`src/hw/rtl/log_record_protobuf_encoder_top_macros.svh`:
```
// Assertion macros for the log record encoder; they compile away when SYNTH is defined.
`ifndef LOG_RECORD_PROTOBUF_ENCODER_TOP_MACROS_SVH
`define LOG_RECORD_PROTOBUF_ENCODER_TOP_MACROS_SVH
`ifndef SYNTH
`define LRPE_ASSERT_IMP(label, ante, cons) \
    label: assert property (@(posedge clk) disable iff (!rst_n) (ante) |-> (cons)) \
        else $error("lrpe assertion failed");
`define LRPE_ASSERT_NXT(label, ante, cons) \
    label: assert property (@(posedge clk) disable iff (!rst_n) (ante) |=> (cons)) \
        else $error("lrpe assertion failed");
`else
`define LRPE_ASSERT_IMP(label, ante, cons)
`define LRPE_ASSERT_NXT(label, ante, cons)
`endif
`endif

```
`src/hw/rtl/lrpe_pkg.sv`:
```
// Shared constants, types and helper functions of the log record encoder.
package lrpe_pkg;

    localparam int TIME_W = 32;
    localparam int LEN_W  = 24;
    localparam int CNT_W  = 7;
    localparam int BYTE_W = 8;
    localparam int MODE_W = 2;

    localparam logic [MODE_W-1:0] MODE_BEGIN   = 2'd0;
    localparam logic [MODE_W-1:0] MODE_LENGTHS = 2'd1;
    localparam logic [MODE_W-1:0] MODE_START   = 2'd2;
    localparam logic [MODE_W-1:0] MODE_DATA    = 2'd3;

    localparam logic [BYTE_W-1:0] TAG_RECORD = 8'h0A;
    localparam logic [BYTE_W-1:0] TAG_TIME   = 8'h08;
    localparam logic [BYTE_W-1:0] TAG_PAIR   = 8'h12;
    localparam logic [BYTE_W-1:0] TAG_KEY    = 8'h0A;
    localparam logic [BYTE_W-1:0] TAG_VALUE  = 8'h12;
    localparam logic [BYTE_W-1:0] VARINT_MORE = 8'h80;

    localparam logic [TIME_W-1:0] MIN_TIME_RESET = 32'd1263563523;
    localparam logic [TIME_W-1:0] TIME_FLOOR     = 32'h1000_0000;
    localparam logic [31:0]       EMPTY_SIZE     = 32'd6;

    localparam logic [2:0] VSEL_SIZE  = 3'd0;
    localparam logic [2:0] VSEL_TIME  = 3'd1;
    localparam logic [2:0] VSEL_CS    = 3'd2;
    localparam logic [2:0] VSEL_KEY   = 3'd3;
    localparam logic [2:0] VSEL_VALUE = 3'd4;

    typedef struct packed {
        logic              emit_const;
        logic [BYTE_W-1:0] const_byte;
        logic              emit_var;
        logic              emit_data;
        logic              emit_err;
        logic              mark_end;
        logic              load_var;
        logic [2:0]        var_sel;
        logic              begin_rec;
        logic              clear_rec;
        logic              store_len;
        logic              ram_rd;
        logic              latch_ram;
        logic              calc_cs;
        logic              calc_sum;
        logic              pidx_inc;
        logic              pidx_zero;
        logic              left_load_k;
        logic              left_load_v;
        logic              left_dec;
    } cmd_t;

    typedef struct packed {
        logic out_free;
        logic var_last;
        logic cnt_bad;
        logic cnt_zero;
        logic len_bad;
        logic pidx_full;
        logic pidx_last;
        logic ovf;
        logic k_zero;
        logic v_zero;
        logic left_one;
        logic in_value;
    } status_t;

    // Number of bytes in the varint form of a value.
    function automatic logic [2:0] vsize(input logic [31:0] v);
        logic [2:0] n;
        if (v < 32'h80) n = 3'd1;
        else if (v < 32'h4000) n = 3'd2;
        else if (v < 32'h20_0000) n = 3'd3;
        else if (v < 32'h1000_0000) n = 3'd4;
        else n = 3'd5;
        return n;
    endfunction

endpackage

```
`src/hw/rtl/lrpe_in_if.sv`:
```
// Input channel of the log record encoder.
interface lrpe_in_if;
    logic                            valid;
    logic                            ready;
    logic [lrpe_pkg::MODE_W-1:0]     mode;
    logic [lrpe_pkg::TIME_W-1:0]     log_time;
    logic [lrpe_pkg::CNT_W-1:0]      pair_total;
    logic [lrpe_pkg::LEN_W-1:0]      key_length;
    logic [lrpe_pkg::LEN_W-1:0]      value_length;
    logic [lrpe_pkg::BYTE_W-1:0]     data_byte;

    modport source (output valid, mode, log_time, pair_total, key_length, value_length,
                    data_byte, input ready);
    modport sink (input valid, mode, log_time, pair_total, key_length, value_length,
                  data_byte, output ready);
endinterface

```
`src/hw/rtl/lrpe_out_if.sv`:
```
// Output channel of the log record encoder.
interface lrpe_out_if;
    logic                        valid;
    logic                        ready;
    logic [lrpe_pkg::BYTE_W-1:0] out_byte;
    logic                        byte_valid;
    logic                        record_end;
    logic                        error_code;

    modport source (output valid, out_byte, byte_valid, record_end, error_code, input ready);
    modport sink (input valid, out_byte, byte_valid, record_end, error_code, output ready);
endinterface

```
`src/hw/rtl/log_record_protobuf_encoder_top.sv`:
```
// Top level of the log record encoder: controller, datapath and checks.
//
//  channel  | direction | carries
//  ---------+-----------+--------------------------------------------------
//  in_ch    | sink      | begin, pair-length, pair-start and data-byte items
//  out_ch   | source    | one encoded byte or one error result per transfer
//  cfg      | write     | min_log_time clamp register
//
// A data byte item goes straight to the output register, so key and value bytes
// stream at one item per cycle while the output side keeps taking them; the byte
// that closes a key adds the value header (up to five more bytes). Each header
// goes out one byte per cycle while the output takes the bytes. A begin item with
// no pairs goes straight to the record header. A pair-length item passes the
// size adder path (store, content-size add, sum); the one that completes the
// lengths emits the record header (up to twelve bytes). A pair-start item reads
// the table, latches and sizes the entry, then emits its header (up to twelve).
// The single output register sets every emission rate.
// Reset clears all control state; the length tables need no clearing since an
// entry is always written earlier in the same record than it is read.
// Any stall on the output blocks input and holds the controller in its emitting and error states.
module log_record_protobuf_encoder_top #(
    parameter int MAX_PAIRS   = 64,
    parameter int LENGTH_BITS = 24
) (
    input  logic                        clk,
    input  logic                        rst_n,
    input  logic                        cfg_we,
    input  logic [lrpe_pkg::TIME_W-1:0] cfg_data,
    lrpe_in_if.sink                     in_ch,
    lrpe_out_if.source                  out_ch
);
    `include "log_record_protobuf_encoder_top_macros.svh"

    lrpe_pkg::cmd_t    cmd;
    lrpe_pkg::status_t st;

    // The controller decides what happens to each item; the datapath holds
    // the record state and the output register.
    lrpe_ctrl u_ctrl (
        .clk(clk), .rst_n(rst_n), .in_valid(in_ch.valid), .in_mode(in_ch.mode),
        .in_ready(in_ch.ready), .st(st), .cmd(cmd)
    );

    lrpe_dp #(.MAX_PAIRS(MAX_PAIRS), .LENGTH_BITS(LENGTH_BITS)) u_dp (
        .clk(clk), .rst_n(rst_n), .cfg_we(cfg_we), .cfg_data(cfg_data),
        .log_time(in_ch.log_time), .pair_total(in_ch.pair_total),
        .key_length(in_ch.key_length), .value_length(in_ch.value_length),
        .data_byte(in_ch.data_byte), .cmd(cmd), .st(st),
        .out_valid(out_ch.valid), .out_ready(out_ch.ready),
        .out_byte(out_ch.out_byte), .byte_valid(out_ch.byte_valid),
        .record_end(out_ch.record_end), .error_code(out_ch.error_code)
    );

    // An error result never carries a byte and always closes the record.
    `LRPE_ASSERT_IMP(a_err_shape, out_ch.valid && out_ch.error_code, !out_ch.byte_valid && out_ch.record_end)
    // The block only takes an item when the output register can take a result.
    `LRPE_ASSERT_IMP(a_in_room, in_ch.ready, !out_ch.valid || out_ch.ready)
    // At most one source writes the output register in a cycle.
    `LRPE_ASSERT_IMP(a_one_src, 1'b1, $onehot0({cmd.emit_const, cmd.emit_var, cmd.emit_data, cmd.emit_err}))
    // Every emission shows up on the output in the next cycle.
    `LRPE_ASSERT_NXT(a_emit_out, cmd.emit_const || cmd.emit_var || cmd.emit_data || cmd.emit_err, out_ch.valid)
endmodule

```
`src/hw/rtl/lrpe_ram.sv`:
```
// Generic single-write, single-read RAM with registered read data.
module lrpe_ram #(
    parameter int WIDTH = 24,
    parameter int DEPTH = 64
) (
    input  logic                                     clk,
    input  logic                                     we,
    input  logic [((DEPTH > 1) ? $clog2(DEPTH) : 1)-1:0] waddr,
    input  logic [WIDTH-1:0]                         wdata,
    input  logic                                     re,
    input  logic [((DEPTH > 1) ? $clog2(DEPTH) : 1)-1:0] raddr,
    output logic [WIDTH-1:0]                         rdata
);
    logic [WIDTH-1:0] mem [DEPTH];
    logic [WIDTH-1:0] rdata_reg;

    always_ff @(posedge clk)
    begin
        if (we)
        begin
            mem[waddr] <= wdata;
        end
        if (re)
        begin
            rdata_reg <= mem[raddr];
        end
    end

    assign rdata = rdata_reg;
endmodule

```
`src/hw/rtl/lrpe_ctrl.sv`:
```
// Controller state machine that sequences item checks and byte emission.
module lrpe_ctrl (
    input  logic                        clk,
    input  logic                        rst_n,
    input  logic                        in_valid,
    input  logic [lrpe_pkg::MODE_W-1:0] in_mode,
    output logic                        in_ready,
    input  lrpe_pkg::status_t           st,
    output lrpe_pkg::cmd_t              cmd
);
    localparam logic [3:0] S_WAIT = 4'd0;
    localparam logic [3:0] S_CS   = 4'd1;
    localparam logic [3:0] S_SUM  = 4'd2;
    localparam logic [3:0] S_ERR  = 4'd3;
    localparam logic [3:0] S_RD   = 4'd4;
    localparam logic [3:0] S_CSP  = 4'd5;
    localparam logic [3:0] S_H0   = 4'd6;
    localparam logic [3:0] S_H1   = 4'd7;
    localparam logic [3:0] S_H2   = 4'd8;
    localparam logic [3:0] S_H3   = 4'd9;
    localparam logic [3:0] S_P0   = 4'd10;
    localparam logic [3:0] S_P1   = 4'd11;
    localparam logic [3:0] S_P2   = 4'd12;
    localparam logic [3:0] S_P3   = 4'd13;
    localparam logic [3:0] S_V0   = 4'd14;
    localparam logic [3:0] S_V1   = 4'd15;

    logic [3:0]                  state_reg, state_next;
    logic [lrpe_pkg::MODE_W-1:0] phase_reg, phase_next;
    logic                        hdr_end_reg, hdr_end_next;
    logic                        fire;

    assign in_ready = (state_reg == S_WAIT) && st.out_free;
    assign fire     = in_valid && in_ready;

    always_comb
    begin
        cmd          = '0;
        state_next   = state_reg;
        phase_next   = phase_reg;
        hdr_end_next = hdr_end_reg;
        case (state_reg)
            S_WAIT:
            begin
                if (fire)
                begin
                    if (in_mode != phase_reg)
                    begin
                        cmd.emit_err  = 1'b1;
                        cmd.clear_rec = 1'b1;
                        phase_next    = lrpe_pkg::MODE_BEGIN;
                    end
                    else
                    begin
                        case (in_mode)
                            lrpe_pkg::MODE_BEGIN:
                            begin
                                if (st.cnt_bad)
                                begin
                                    cmd.emit_err  = 1'b1;
                                    cmd.clear_rec = 1'b1;
                                end
                                else
                                begin
                                    cmd.begin_rec = 1'b1;
                                    if (st.cnt_zero)
                                    begin
                                        hdr_end_next = 1'b1;
                                        state_next   = S_H0;
                                    end
                                    else
                                    begin
                                        phase_next = lrpe_pkg::MODE_LENGTHS;
                                    end
                                end
                            end
                            lrpe_pkg::MODE_LENGTHS:
                            begin
                                if (st.len_bad || st.pidx_full)
                                begin
                                    cmd.emit_err  = 1'b1;
                                    cmd.clear_rec = 1'b1;
                                    phase_next    = lrpe_pkg::MODE_BEGIN;
                                end
                                else
                                begin
                                    cmd.store_len = 1'b1;
                                    state_next    = S_CS;
                                end
                            end
                            lrpe_pkg::MODE_START:
                            begin
                                if (st.pidx_full)
                                begin
                                    cmd.emit_err  = 1'b1;
                                    cmd.clear_rec = 1'b1;
                                    phase_next    = lrpe_pkg::MODE_BEGIN;
                                end
                                else
                                begin
                                    cmd.ram_rd = 1'b1;
                                    state_next = S_RD;
                                end
                            end
                            default:
                            begin
                                cmd.emit_data = 1'b1;
                                cmd.left_dec  = 1'b1;
                                if (st.left_one)
                                begin
                                    if (!st.in_value)
                                    begin
                                        state_next = S_V0;
                                    end
                                    else
                                    begin
                                        cmd.pidx_inc = 1'b1;
                                        cmd.mark_end = st.pidx_last;
                                        if (st.pidx_last)
                                        begin
                                            cmd.clear_rec = 1'b1;
                                            phase_next    = lrpe_pkg::MODE_BEGIN;
                                        end
                                        else
                                        begin
                                            phase_next = lrpe_pkg::MODE_START;
                                        end
                                    end
                                end
                            end
                        endcase
                    end
                end
            end
            S_CS:
            begin
                cmd.calc_cs = 1'b1;
                state_next  = S_SUM;
            end
            S_SUM:
            begin
                if (st.ovf)
                begin
                    state_next = S_ERR;
                end
                else
                begin
                    cmd.calc_sum = 1'b1;
                    cmd.pidx_inc = 1'b1;
                    if (st.pidx_last)
                    begin
                        hdr_end_next = 1'b0;
                        state_next   = S_H0;
                    end
                    else
                    begin
                        state_next = S_WAIT;
                    end
                end
            end
            S_ERR:
            begin
                if (st.out_free)
                begin
                    cmd.emit_err  = 1'b1;
                    cmd.clear_rec = 1'b1;
                    phase_next    = lrpe_pkg::MODE_BEGIN;
                    state_next    = S_WAIT;
                end
            end
            S_RD:
            begin
                cmd.latch_ram = 1'b1;
                state_next    = S_CSP;
            end
            S_CSP:
            begin
                cmd.calc_cs = 1'b1;
                state_next  = S_P0;
            end
            S_H0, S_H2, S_P0, S_P2, S_V0:
            begin
                if (st.out_free)
                begin
                    cmd.emit_const = 1'b1;
                    cmd.load_var   = 1'b1;
                    case (state_reg)
                        S_H0:
                        begin
                            cmd.const_byte = lrpe_pkg::TAG_RECORD;
                            cmd.var_sel    = lrpe_pkg::VSEL_SIZE;
                            state_next     = S_H1;
                        end
                        S_H2:
                        begin
                            cmd.const_byte = lrpe_pkg::TAG_TIME;
                            cmd.var_sel    = lrpe_pkg::VSEL_TIME;
                            state_next     = S_H3;
                        end
                        S_P0:
                        begin
                            cmd.const_byte = lrpe_pkg::TAG_PAIR;
                            cmd.var_sel    = lrpe_pkg::VSEL_CS;
                            state_next     = S_P1;
                        end
                        S_P2:
                        begin
                            cmd.const_byte = lrpe_pkg::TAG_KEY;
                            cmd.var_sel    = lrpe_pkg::VSEL_KEY;
                            state_next     = S_P3;
                        end
                        default:
                        begin
                            cmd.const_byte = lrpe_pkg::TAG_VALUE;
                            cmd.var_sel    = lrpe_pkg::VSEL_VALUE;
                            state_next     = S_V1;
                        end
                    endcase
                end
            end
            S_H1, S_P1:
            begin
                if (st.out_free)
                begin
                    cmd.emit_var = 1'b1;
                    if (st.var_last)
                    begin
                        state_next = (state_reg == S_H1) ? S_H2 : S_P2;
                    end
                end
            end
            S_H3:
            begin
                if (st.out_free)
                begin
                    cmd.emit_var = 1'b1;
                    cmd.mark_end = hdr_end_reg && st.var_last;
                    if (st.var_last)
                    begin
                        state_next = S_WAIT;
                        if (hdr_end_reg)
                        begin
                            cmd.clear_rec = 1'b1;
                            phase_next    = lrpe_pkg::MODE_BEGIN;
                        end
                        else
                        begin
                            cmd.pidx_zero = 1'b1;
                            phase_next    = lrpe_pkg::MODE_START;
                        end
                    end
                end
            end
            S_P3:
            begin
                if (st.out_free)
                begin
                    cmd.emit_var = 1'b1;
                    if (st.var_last)
                    begin
                        if (!st.k_zero)
                        begin
                            cmd.left_load_k = 1'b1;
                            phase_next      = lrpe_pkg::MODE_DATA;
                            state_next      = S_WAIT;
                        end
                        else
                        begin
                            state_next = S_V0;
                        end
                    end
                end
            end
            default:
            begin
                if (st.out_free)
                begin
                    cmd.emit_var = 1'b1;
                    cmd.mark_end = st.var_last && st.v_zero && st.pidx_last;
                    if (st.var_last)
                    begin
                        state_next = S_WAIT;
                        if (!st.v_zero)
                        begin
                            cmd.left_load_v = 1'b1;
                            phase_next      = lrpe_pkg::MODE_DATA;
                        end
                        else
                        begin
                            cmd.pidx_inc = 1'b1;
                            if (st.pidx_last)
                            begin
                                cmd.clear_rec = 1'b1;
                                phase_next    = lrpe_pkg::MODE_BEGIN;
                            end
                            else
                            begin
                                phase_next = lrpe_pkg::MODE_START;
                            end
                        end
                    end
                end
            end
        endcase
    end

    always_ff @(posedge clk or negedge rst_n)
    begin
        if (!rst_n)
        begin
            state_reg   <= S_WAIT;
            phase_reg   <= lrpe_pkg::MODE_BEGIN;
            hdr_end_reg <= 1'b0;
        end
        else
        begin
            state_reg   <= state_next;
            phase_reg   <= phase_next;
            hdr_end_reg <= hdr_end_next;
        end
    end
endmodule

```
`src/hw/rtl/lrpe_dp.sv`:
```
// Datapath: record counters, length tables, size arithmetic, varint shifter, output register.
module lrpe_dp #(
    parameter int MAX_PAIRS   = 64,
    parameter int LENGTH_BITS = 24
) (
    input  logic                        clk,
    input  logic                        rst_n,
    input  logic                        cfg_we,
    input  logic [lrpe_pkg::TIME_W-1:0] cfg_data,
    input  logic [lrpe_pkg::TIME_W-1:0] log_time,
    input  logic [lrpe_pkg::CNT_W-1:0]  pair_total,
    input  logic [lrpe_pkg::LEN_W-1:0]  key_length,
    input  logic [lrpe_pkg::LEN_W-1:0]  value_length,
    input  logic [lrpe_pkg::BYTE_W-1:0] data_byte,
    input  lrpe_pkg::cmd_t              cmd,
    output lrpe_pkg::status_t           st,
    output logic                        out_valid,
    input  logic                        out_ready,
    output logic [lrpe_pkg::BYTE_W-1:0] out_byte,
    output logic                        byte_valid,
    output logic                        record_end,
    output logic                        error_code
);
    localparam int KW = (LENGTH_BITS < lrpe_pkg::LEN_W) ? LENGTH_BITS : lrpe_pkg::LEN_W;
    localparam int PW = $clog2(MAX_PAIRS + 1);
    localparam int AW = (MAX_PAIRS > 1) ? $clog2(MAX_PAIRS) : 1;

    logic [31:0]                 min_time_reg, time_reg, size_reg, time_next, size_next;
    logic [lrpe_pkg::CNT_W-1:0]  expected_reg, expected_next;
    logic [PW-1:0]               pidx_reg, pidx_next;
    logic [KW-1:0]               left_reg, left_next;
    logic                        inval_reg, inval_next;
    logic                        out_valid_reg, out_valid_next;
    logic [KW-1:0]               k_reg, v_reg, k_ram, v_ram;
    logic [31:0]                 cs_reg, var_reg, var_sel_val, floor_val;
    logic [32:0]                 sum_val;
    logic [lrpe_pkg::BYTE_W-1:0] out_byte_reg;
    logic                        byte_valid_reg, record_end_reg, error_code_reg;
    logic [AW-1:0]               addr;

    assign addr = pidx_reg[AW-1:0];

    lrpe_ram #(.WIDTH(KW), .DEPTH(MAX_PAIRS)) u_key_ram (
        .clk(clk), .we(cmd.store_len), .waddr(addr), .wdata(key_length[KW-1:0]),
        .re(cmd.ram_rd), .raddr(addr), .rdata(k_ram)
    );

    lrpe_ram #(.WIDTH(KW), .DEPTH(MAX_PAIRS)) u_value_ram (
        .clk(clk), .we(cmd.store_len), .waddr(addr), .wdata(value_length[KW-1:0]),
        .re(cmd.ram_rd), .raddr(addr), .rdata(v_ram)
    );

    assign floor_val = (min_time_reg < lrpe_pkg::TIME_FLOOR) ? lrpe_pkg::TIME_FLOOR
                                                             : min_time_reg;
    assign sum_val = {1'b0, size_reg} + {1'b0, cs_reg} + 33'd1
                   + 33'(lrpe_pkg::vsize(cs_reg));

    always_comb
    begin
        case (cmd.var_sel)
            lrpe_pkg::VSEL_SIZE: var_sel_val = size_reg;
            lrpe_pkg::VSEL_TIME: var_sel_val = time_reg;
            lrpe_pkg::VSEL_CS:   var_sel_val = cs_reg;
            lrpe_pkg::VSEL_KEY:  var_sel_val = 32'(k_reg);
            default:             var_sel_val = 32'(v_reg);
        endcase
    end

    always_comb
    begin
        st.out_free  = !out_valid_reg || out_ready;
        st.var_last  = (var_reg < 32'h80);
        st.cnt_bad   = (32'(pair_total) > 32'(MAX_PAIRS));
        st.cnt_zero  = (pair_total == '0);
        st.len_bad   = ((key_length >> LENGTH_BITS) != '0)
                    || ((value_length >> LENGTH_BITS) != '0);
        st.pidx_full = (32'(pidx_reg) >= 32'(MAX_PAIRS));
        st.pidx_last = ((32'(pidx_reg) + 32'd1) >= 32'(expected_reg));
        st.ovf       = sum_val[32];
        st.k_zero    = (k_reg == '0);
        st.v_zero    = (v_reg == '0);
        st.left_one  = (left_reg == KW'(1));
        st.in_value  = inval_reg;
    end

    always_comb
    begin
        time_next      = time_reg;
        size_next      = size_reg;
        expected_next  = expected_reg;
        pidx_next      = pidx_reg;
        left_next      = left_reg;
        inval_next     = inval_reg;
        out_valid_next = out_valid_reg && !out_ready;
        if (cmd.emit_const || cmd.emit_var || cmd.emit_data || cmd.emit_err)
        begin
            out_valid_next = 1'b1;
        end
        if (cmd.calc_sum)
        begin
            size_next = sum_val[31:0];
        end
        if (cmd.pidx_inc)
        begin
            pidx_next = pidx_reg + PW'(1);
        end
        if (cmd.pidx_zero)
        begin
            pidx_next = '0;
        end
        if (cmd.left_dec)
        begin
            left_next = left_reg - KW'(1);
        end
        if (cmd.left_load_k)
        begin
            left_next  = k_reg;
            inval_next = 1'b0;
        end
        if (cmd.left_load_v)
        begin
            left_next  = v_reg;
            inval_next = 1'b1;
        end
        if (cmd.clear_rec || cmd.begin_rec)
        begin
            size_next     = lrpe_pkg::EMPTY_SIZE;
            expected_next = '0;
            pidx_next     = '0;
            left_next     = '0;
            inval_next    = 1'b0;
        end
        if (cmd.begin_rec)
        begin
            time_next     = (log_time < floor_val) ? floor_val : log_time;
            expected_next = pair_total;
        end
    end

    always_ff @(posedge clk or negedge rst_n)
    begin
        if (!rst_n)
        begin
            min_time_reg  <= lrpe_pkg::MIN_TIME_RESET;
            time_reg      <= '0;
            size_reg      <= lrpe_pkg::EMPTY_SIZE;
            expected_reg  <= '0;
            pidx_reg      <= '0;
            left_reg      <= '0;
            inval_reg     <= 1'b0;
            out_valid_reg <= 1'b0;
        end
        else
        begin
            if (cfg_we)
            begin
                min_time_reg <= cfg_data;
            end
            time_reg      <= time_next;
            size_reg      <= size_next;
            expected_reg  <= expected_next;
            pidx_reg      <= pidx_next;
            left_reg      <= left_next;
            inval_reg     <= inval_next;
            out_valid_reg <= out_valid_next;
        end
    end

    always_ff @(posedge clk)
    begin
        if (cmd.store_len)
        begin
            k_reg <= key_length[KW-1:0];
            v_reg <= value_length[KW-1:0];
        end
        if (cmd.latch_ram)
        begin
            k_reg <= k_ram;
            v_reg <= v_ram;
        end
        if (cmd.calc_cs)
        begin
            cs_reg <= 32'(k_reg) + 32'(v_reg) + 32'(lrpe_pkg::vsize(32'(k_reg)))
                    + 32'(lrpe_pkg::vsize(32'(v_reg))) + 32'd2;
        end
        if (cmd.load_var)
        begin
            var_reg <= var_sel_val;
        end
        else if (cmd.emit_var)
        begin
            var_reg <= var_reg >> 7;
        end
        if (cmd.emit_const)
        begin
            out_byte_reg   <= cmd.const_byte;
            byte_valid_reg <= 1'b1;
            record_end_reg <= 1'b0;
            error_code_reg <= 1'b0;
        end
        else if (cmd.emit_var)
        begin
            out_byte_reg   <= st.var_last ? var_reg[7:0]
                                          : (lrpe_pkg::VARINT_MORE | {1'b0, var_reg[6:0]});
            byte_valid_reg <= 1'b1;
            record_end_reg <= cmd.mark_end;
            error_code_reg <= 1'b0;
        end
        else if (cmd.emit_data)
        begin
            out_byte_reg   <= data_byte;
            byte_valid_reg <= 1'b1;
            record_end_reg <= cmd.mark_end;
            error_code_reg <= 1'b0;
        end
        else if (cmd.emit_err)
        begin
            out_byte_reg   <= '0;
            byte_valid_reg <= 1'b0;
            record_end_reg <= 1'b1;
            error_code_reg <= 1'b1;
        end
    end

    assign out_valid  = out_valid_reg;
    assign out_byte   = out_byte_reg;
    assign byte_valid = byte_valid_reg;
    assign record_end = record_end_reg;
    assign error_code = error_code_reg;
endmodule
```
`src/flat_wrapper.sv`:
```
// flat-port wrapper written by rule: the top's interface ports become plain ports
module log_record_protobuf_encoder_top_flat 
#(
    parameter int MAX_PAIRS   = 64,
    parameter int LENGTH_BITS = 24
)
  (clk, rst_n, cfg_we, cfg_data, in_ch_valid, in_ch_mode, in_ch_log_time, in_ch_pair_total, in_ch_key_length, in_ch_value_length, in_ch_data_byte, in_ch_ready, out_ch_valid, out_ch_out_byte, out_ch_byte_valid, out_ch_record_end, out_ch_error_code, out_ch_ready);
  lrpe_in_if in_ch_i ();
  lrpe_out_if out_ch_i ();
  input  logic clk;
  input  logic rst_n;
  input  logic cfg_we;
  input  logic [lrpe_pkg::TIME_W-1:0] cfg_data;
  input wire logic [$bits(in_ch_i.valid)-1:0] in_ch_valid;
  input wire logic [$bits(in_ch_i.mode)-1:0] in_ch_mode;
  input wire logic [$bits(in_ch_i.log_time)-1:0] in_ch_log_time;
  input wire logic [$bits(in_ch_i.pair_total)-1:0] in_ch_pair_total;
  input wire logic [$bits(in_ch_i.key_length)-1:0] in_ch_key_length;
  input wire logic [$bits(in_ch_i.value_length)-1:0] in_ch_value_length;
  input wire logic [$bits(in_ch_i.data_byte)-1:0] in_ch_data_byte;
  output wire logic [$bits(in_ch_i.ready)-1:0] in_ch_ready;
  output wire logic [$bits(out_ch_i.valid)-1:0] out_ch_valid;
  output wire logic [$bits(out_ch_i.out_byte)-1:0] out_ch_out_byte;
  output wire logic [$bits(out_ch_i.byte_valid)-1:0] out_ch_byte_valid;
  output wire logic [$bits(out_ch_i.record_end)-1:0] out_ch_record_end;
  output wire logic [$bits(out_ch_i.error_code)-1:0] out_ch_error_code;
  input wire logic [$bits(out_ch_i.ready)-1:0] out_ch_ready;
  assign in_ch_i.valid = in_ch_valid;
  assign in_ch_i.mode = in_ch_mode;
  assign in_ch_i.log_time = in_ch_log_time;
  assign in_ch_i.pair_total = in_ch_pair_total;
  assign in_ch_i.key_length = in_ch_key_length;
  assign in_ch_i.value_length = in_ch_value_length;
  assign in_ch_i.data_byte = in_ch_data_byte;
  assign in_ch_ready = in_ch_i.ready;
  assign out_ch_valid = out_ch_i.valid;
  assign out_ch_out_byte = out_ch_i.out_byte;
  assign out_ch_byte_valid = out_ch_i.byte_valid;
  assign out_ch_record_end = out_ch_i.record_end;
  assign out_ch_error_code = out_ch_i.error_code;
  assign out_ch_i.ready = out_ch_ready;
  log_record_protobuf_encoder_top #(.MAX_PAIRS(MAX_PAIRS), .LENGTH_BITS(LENGTH_BITS)) u_core (.clk(clk), .rst_n(rst_n), .cfg_we(cfg_we), .cfg_data(cfg_data), .in_ch(in_ch_i), .out_ch(out_ch_i));
endmodule
```
`config.mk`:
```
export PLATFORM = sky130hd
export DESIGN_NAME = log_record_protobuf_encoder_top_flat
export DESIGN_NICKNAME = d
export VERILOG_FILES = /design/src/hw/rtl/lrpe_pkg.sv /design/src/hw/rtl/lrpe_in_if.sv /design/src/hw/rtl/lrpe_out_if.sv /design/src/hw/rtl/log_record_protobuf_encoder_top.sv /design/src/hw/rtl/lrpe_ram.sv /design/src/hw/rtl/lrpe_ctrl.sv /design/src/hw/rtl/lrpe_dp.sv /design/src/flat_wrapper.sv
export VERILOG_INCLUDE_DIRS = /design/src /design/src/hw/rtl
export SDC_FILE = /design/constraint.sdc
export NUM_CORES = 2
export LEC_CHECK = 0
export BUFFER_PORTS_ARGS = -buffer_cell sky130_fd_sc_hd__buf_2
export CORE_ASPECT_RATIO = 1.75
export CORE_MARGIN = 3
export CORE_UTILIZATION = 45
export CTS_BUF_LIST = sky130_fd_sc_hd__clkbuf_8
export DETAILED_ROUTE_END_ITERATION = 8
export SETUP_SLACK_MARGIN = 0.2
export SLEW_MARGIN = 20
export SYNTH_ARGS = -nofsm -noshare
export SYNTH_HDL_FRONTEND = slang
export SYNTH_HIERARCHICAL = 1
export SYNTH_SLANG_ARGS = --single-unit
```
`constraint.sdc`:
```
create_clock -name clk -period 7.9 [get_ports clk]
set_clock_uncertainty 0.2 [all_clocks]
set_input_delay 1.58 -clock clk [delete_from_list [all_inputs] [get_ports clk]]
set_output_delay 1.58 -clock clk [all_outputs]
set_load 0.05 [all_outputs]
```
==> flow_metrics.py <==
metrics = {
    "floorplanning": {
        "start_util_pct": 45.3,
        "io_pins": 147,
        "die_h_um": 737,
        "rows": 267,
        "core_area_sq_um": 303000,
        "die_w_um": 424,
        "dieArea_sq_um": 312000,
    },
    "synthesis": {
        "synthArstFlopShare_pct": 4.23,
        "synth_edf_count": 3234,
        "syn_area_per_cell_sq_um": 19.2,
        "muxShareOfSynthArea_pct": 14.9,
        "yosys_warnings": 6,
        "netlist_area_sq_um": 137000,
        "synth_area_leaders": "edfxtp_1, mux4_2, dfrtp_1",
        "synth_area_leader_cell": "edfxtp_1",
        "synth_flop_cell": "edfxtp_1",
        "synthAdderAreaFrac_pct": 1.25,
        "synthSimpleGateAreaFrac_pct": 3.65,
        "synth_seq_area_share_pct": 73.4,
        "synth-seq-cells": 3380,
        "synth_common_cells": "edfxtp_1, mux4_2, nor2_1",
        "yosysMostFrequentCell": "edfxtp_1",
        "yosysUniqueCellTypes": 103,
        "synth_compound_area_share_pct": 4.40,
        "synth_top_family_by_area": "multiplexers",
        "synthXorXnorAreaFrac_pct": 0.560,
        "synth_cells": 7160,
        "synth_top_area_share_pct": 70.7,
    },
    "clock_tree": {
        "cts_root_buffer": "clkbuf_8",
        "cts_resized": 0,
        "htree_levels": 5,
        "cts_buffer_depth": 4,
        "clk_latency_ns": 1.10,
        "numCtsBuffers": 472,
        "clkTransAtPathRegs_ns": 0.07,
        "cts_sinks": 3380,
        "cts_tree": "done",
        "cts_setup_buffers": 0,
        "postCtsHoldBufs": 0,
    },
    "routing": {
        "wire_per_inst_um": 30.8,
        "num_vias": 71500,
        "firstDrtPassIters": 6,
        "drc_errors": 0,
        "final_antenna_net_count": 0,
        "wl_um": 371000,
        "via_per_inst": 5.94,
        "drtIter0Drc": 6233,
    },
    "grt": {
        "grt_max_degree": 122,
        "grt_pass1_vias": 75200,
        "grt_pass1_wl_um": 535000,
        "antenna_found_initial": 10,
        "gr-total-overflow": 0,
        "grtUsageTotal_pct": 23.6,
    },
    "setup_path": {
        "worst_ep_required_time_ns": 8.62,
        "end_kind": "register",
        "crit_path_max_fanout": 21,
        "worstSetupPathType": "reg2reg",
        "worst_ep_arrival_time_ns": 7.51,
        "cp-start-kind": "register",
    },
    "outcome": {
        "status": "finished, final reports clean",
    },
    "timing": {
        "tightest_slew_ns": 1.17,
        "fin_tns_setup_ns": 0,
        "hold_viol": 0,
        "rsz0062_at_grt": "false",
        "holdWs_ns": 0.310,
        "slew_viol_final": 0,
        "timing.slew.headroom_pct": 21.6,
        "finalCriticalPeriod_ns": 6.79,
        "post-route-period-util_pct": 86.0,
        "fmax_mhz": 147,
        "setup_violations": 0,
    },
    "cells_and_area": {
        "layout-drive-gt1-share_pct": 25.8,
        "top_regs": "u_core/u_dp/u_key_ram/mem x1536, u_core/u_dp/u_value_ram/mem x1536",
        "final_nets": 7895,
        "area_growth_pct": 10.7,
        "finalNonFillerCells": 12000,
        "fillers": 24700,
    },
    "power_and_ir_drop": {
        "p_per_area_nw_per_um2": 297,
        "p_leak_nw": 48.2,
        "ir_drop_uv": 321,
    },
    "placement": {
        "place_congestion": 0.882,
        "numPlacedInstances": 11200,
        "port_buffers": 146,
        "place_hpwl_um": 231000,
    },
    "job": {
        "drv_cap": 0,
    },
    "worst_hold_path": {
        "worstHoldPathType": "reg2reg",
    },
}
stage by stage:
stage	instance area [sq um]	power, mW	utilization [%]	setup WS, ns
3_5_place_dp	143000	33.1	47.4	1.22
3_3_place_gp	143000	33.0	47.3	1.34
4_1_cts	152000	45.7	50.1	1.12
5_1_grt	152000	47.2	50.2	0.729
6_report	152000	45.2	50.2	1.11
2_1_floorplan	137000	29.4	-	0.352
cells in the final DEF (no fill, tap or decap), types with 22 or more instances in the layout:
cell	synthesis	layout
o221ai_1	30	30
nand3b_1	33	33
buf_2	84	145
nand3_1	140	140
clkinv_2	0	54
dfrtp_1	128	122
xor2_1	36	36
clkbuf_8	0	484
nor2_1	347	211
nor2_2	0	131
nor4_1	26	22
or3_1	22	22
a31oi_1	32	32
a21o_1	34	34
inv_1	90	248
mux2_2	152	152
mux2i_1	272	272
ha_1	126	126
mux4_2	712	712
o21ai_0	113	113
a221oi_1	122	122
clkinv_1	4	119
nor3_1	39	37
nor2b_1	40	40
a22oi_1	88	88
o21a_1	36	36
edfxtp_1	3234	3234
nand4_1	27	27
a21oi_1	155	155
o22ai_1	94	94
buf_4	68	247
nand2_1	237	236
xnor2_1	50	50
metal layers:
| layer | global-route usage, % | share of wire (%) | vias to the layer above |
|---|---|---|---|
| met2 | 43.4 | 54 | 2347 |
| met3 | 2.95 | 4.8 | 691 |
| li1 | - | - | 30400 |
| met1 | 27.4 | 36 | 38100 |
| met4 | 11.3 | 5.4 | 0 |
| met5 | 0 | 0 | - |
final timing paths:
kind	cells past startpoint	endpoint	startpoint	slack, ns
max in group asynchronous	3	u_core/u_dp/expected_reg[0]	rst_n	5.87
hold / removal	1	u_core/u_ctrl/phase_reg[1]	u_core/u_ctrl/phase_reg[1]	0.31
setup / recovery	18	u_core/u_dp/size_reg[29]	u_core/u_dp/cs_reg[24]	1.11
setup reg to reg	18	u_core/u_dp/size_reg[29]	u_core/u_dp/cs_reg[24]	1.11
hold reg to reg	1	u_core/u_ctrl/phase_reg[1]	u_core/u_ctrl/phase_reg[1]	0.31
min in group asynchronous	1	u_core/u_dp/min_time_reg[7]	rst_n	0.35
worst max-delay path: stages, from the launching register on:
cell and delay (ns):
edfxtp_1 0.42, or4_1 0.54, nor2_1 0.34, o31a_1 0.23
fa_1 0.46, fa_1 0.50, a211oi_1 0.38, o21bai_1 0.12
a21oi_1 0.43, nand4b_1 0.22, a21oi_1 0.10, o21ai_0 0.44
o211ai_1 0.20, and3_1 0.33, nor3_4 0.57, buf_4 0.43
o31ai_1 0.21, or3_1 0.35, a21oi_1 0.17
final cells by class:
type	count	area (sq um)	area share, %
Multi-Input combinational cell	3274	34500	22.7
Clock buffer	484	6660	4.38
Clock inverter	360	1800	1.19
Timing Repair Buffer	402	2790	1.83
Tap cell	4035	5050	3.32
Sequential cell	3380	101000	66.3
Antenna cell	8	20.0	0.0132
Inverter	98	370	0.244
kinds of logic (layout without fill, tap and decap cells):
| kind of cell | count (synthesis) | in the layout |
|---|---|---|
| xor+xnor | 87 | 87 |
| buf+inv | 510 | 1344 |
| compound gates | 870 | 870 |
| flops | 3380 | 3380 |
| fa+ha+maj | 133 | 133 |
| other cells | 2 | 14 |
| simple gates | 1038 | 1038 |
| mux | 1140 | 1140 |
power breakdown:
group          internal, mW  leakage [nW]  switching (mW)
Clock                  6.01          4.93            6.56
Sequential             20.3          30.8           0.629
Combinational          4.96          12.5            6.79
Note: power is estimated with default switching activity, not from simulation.
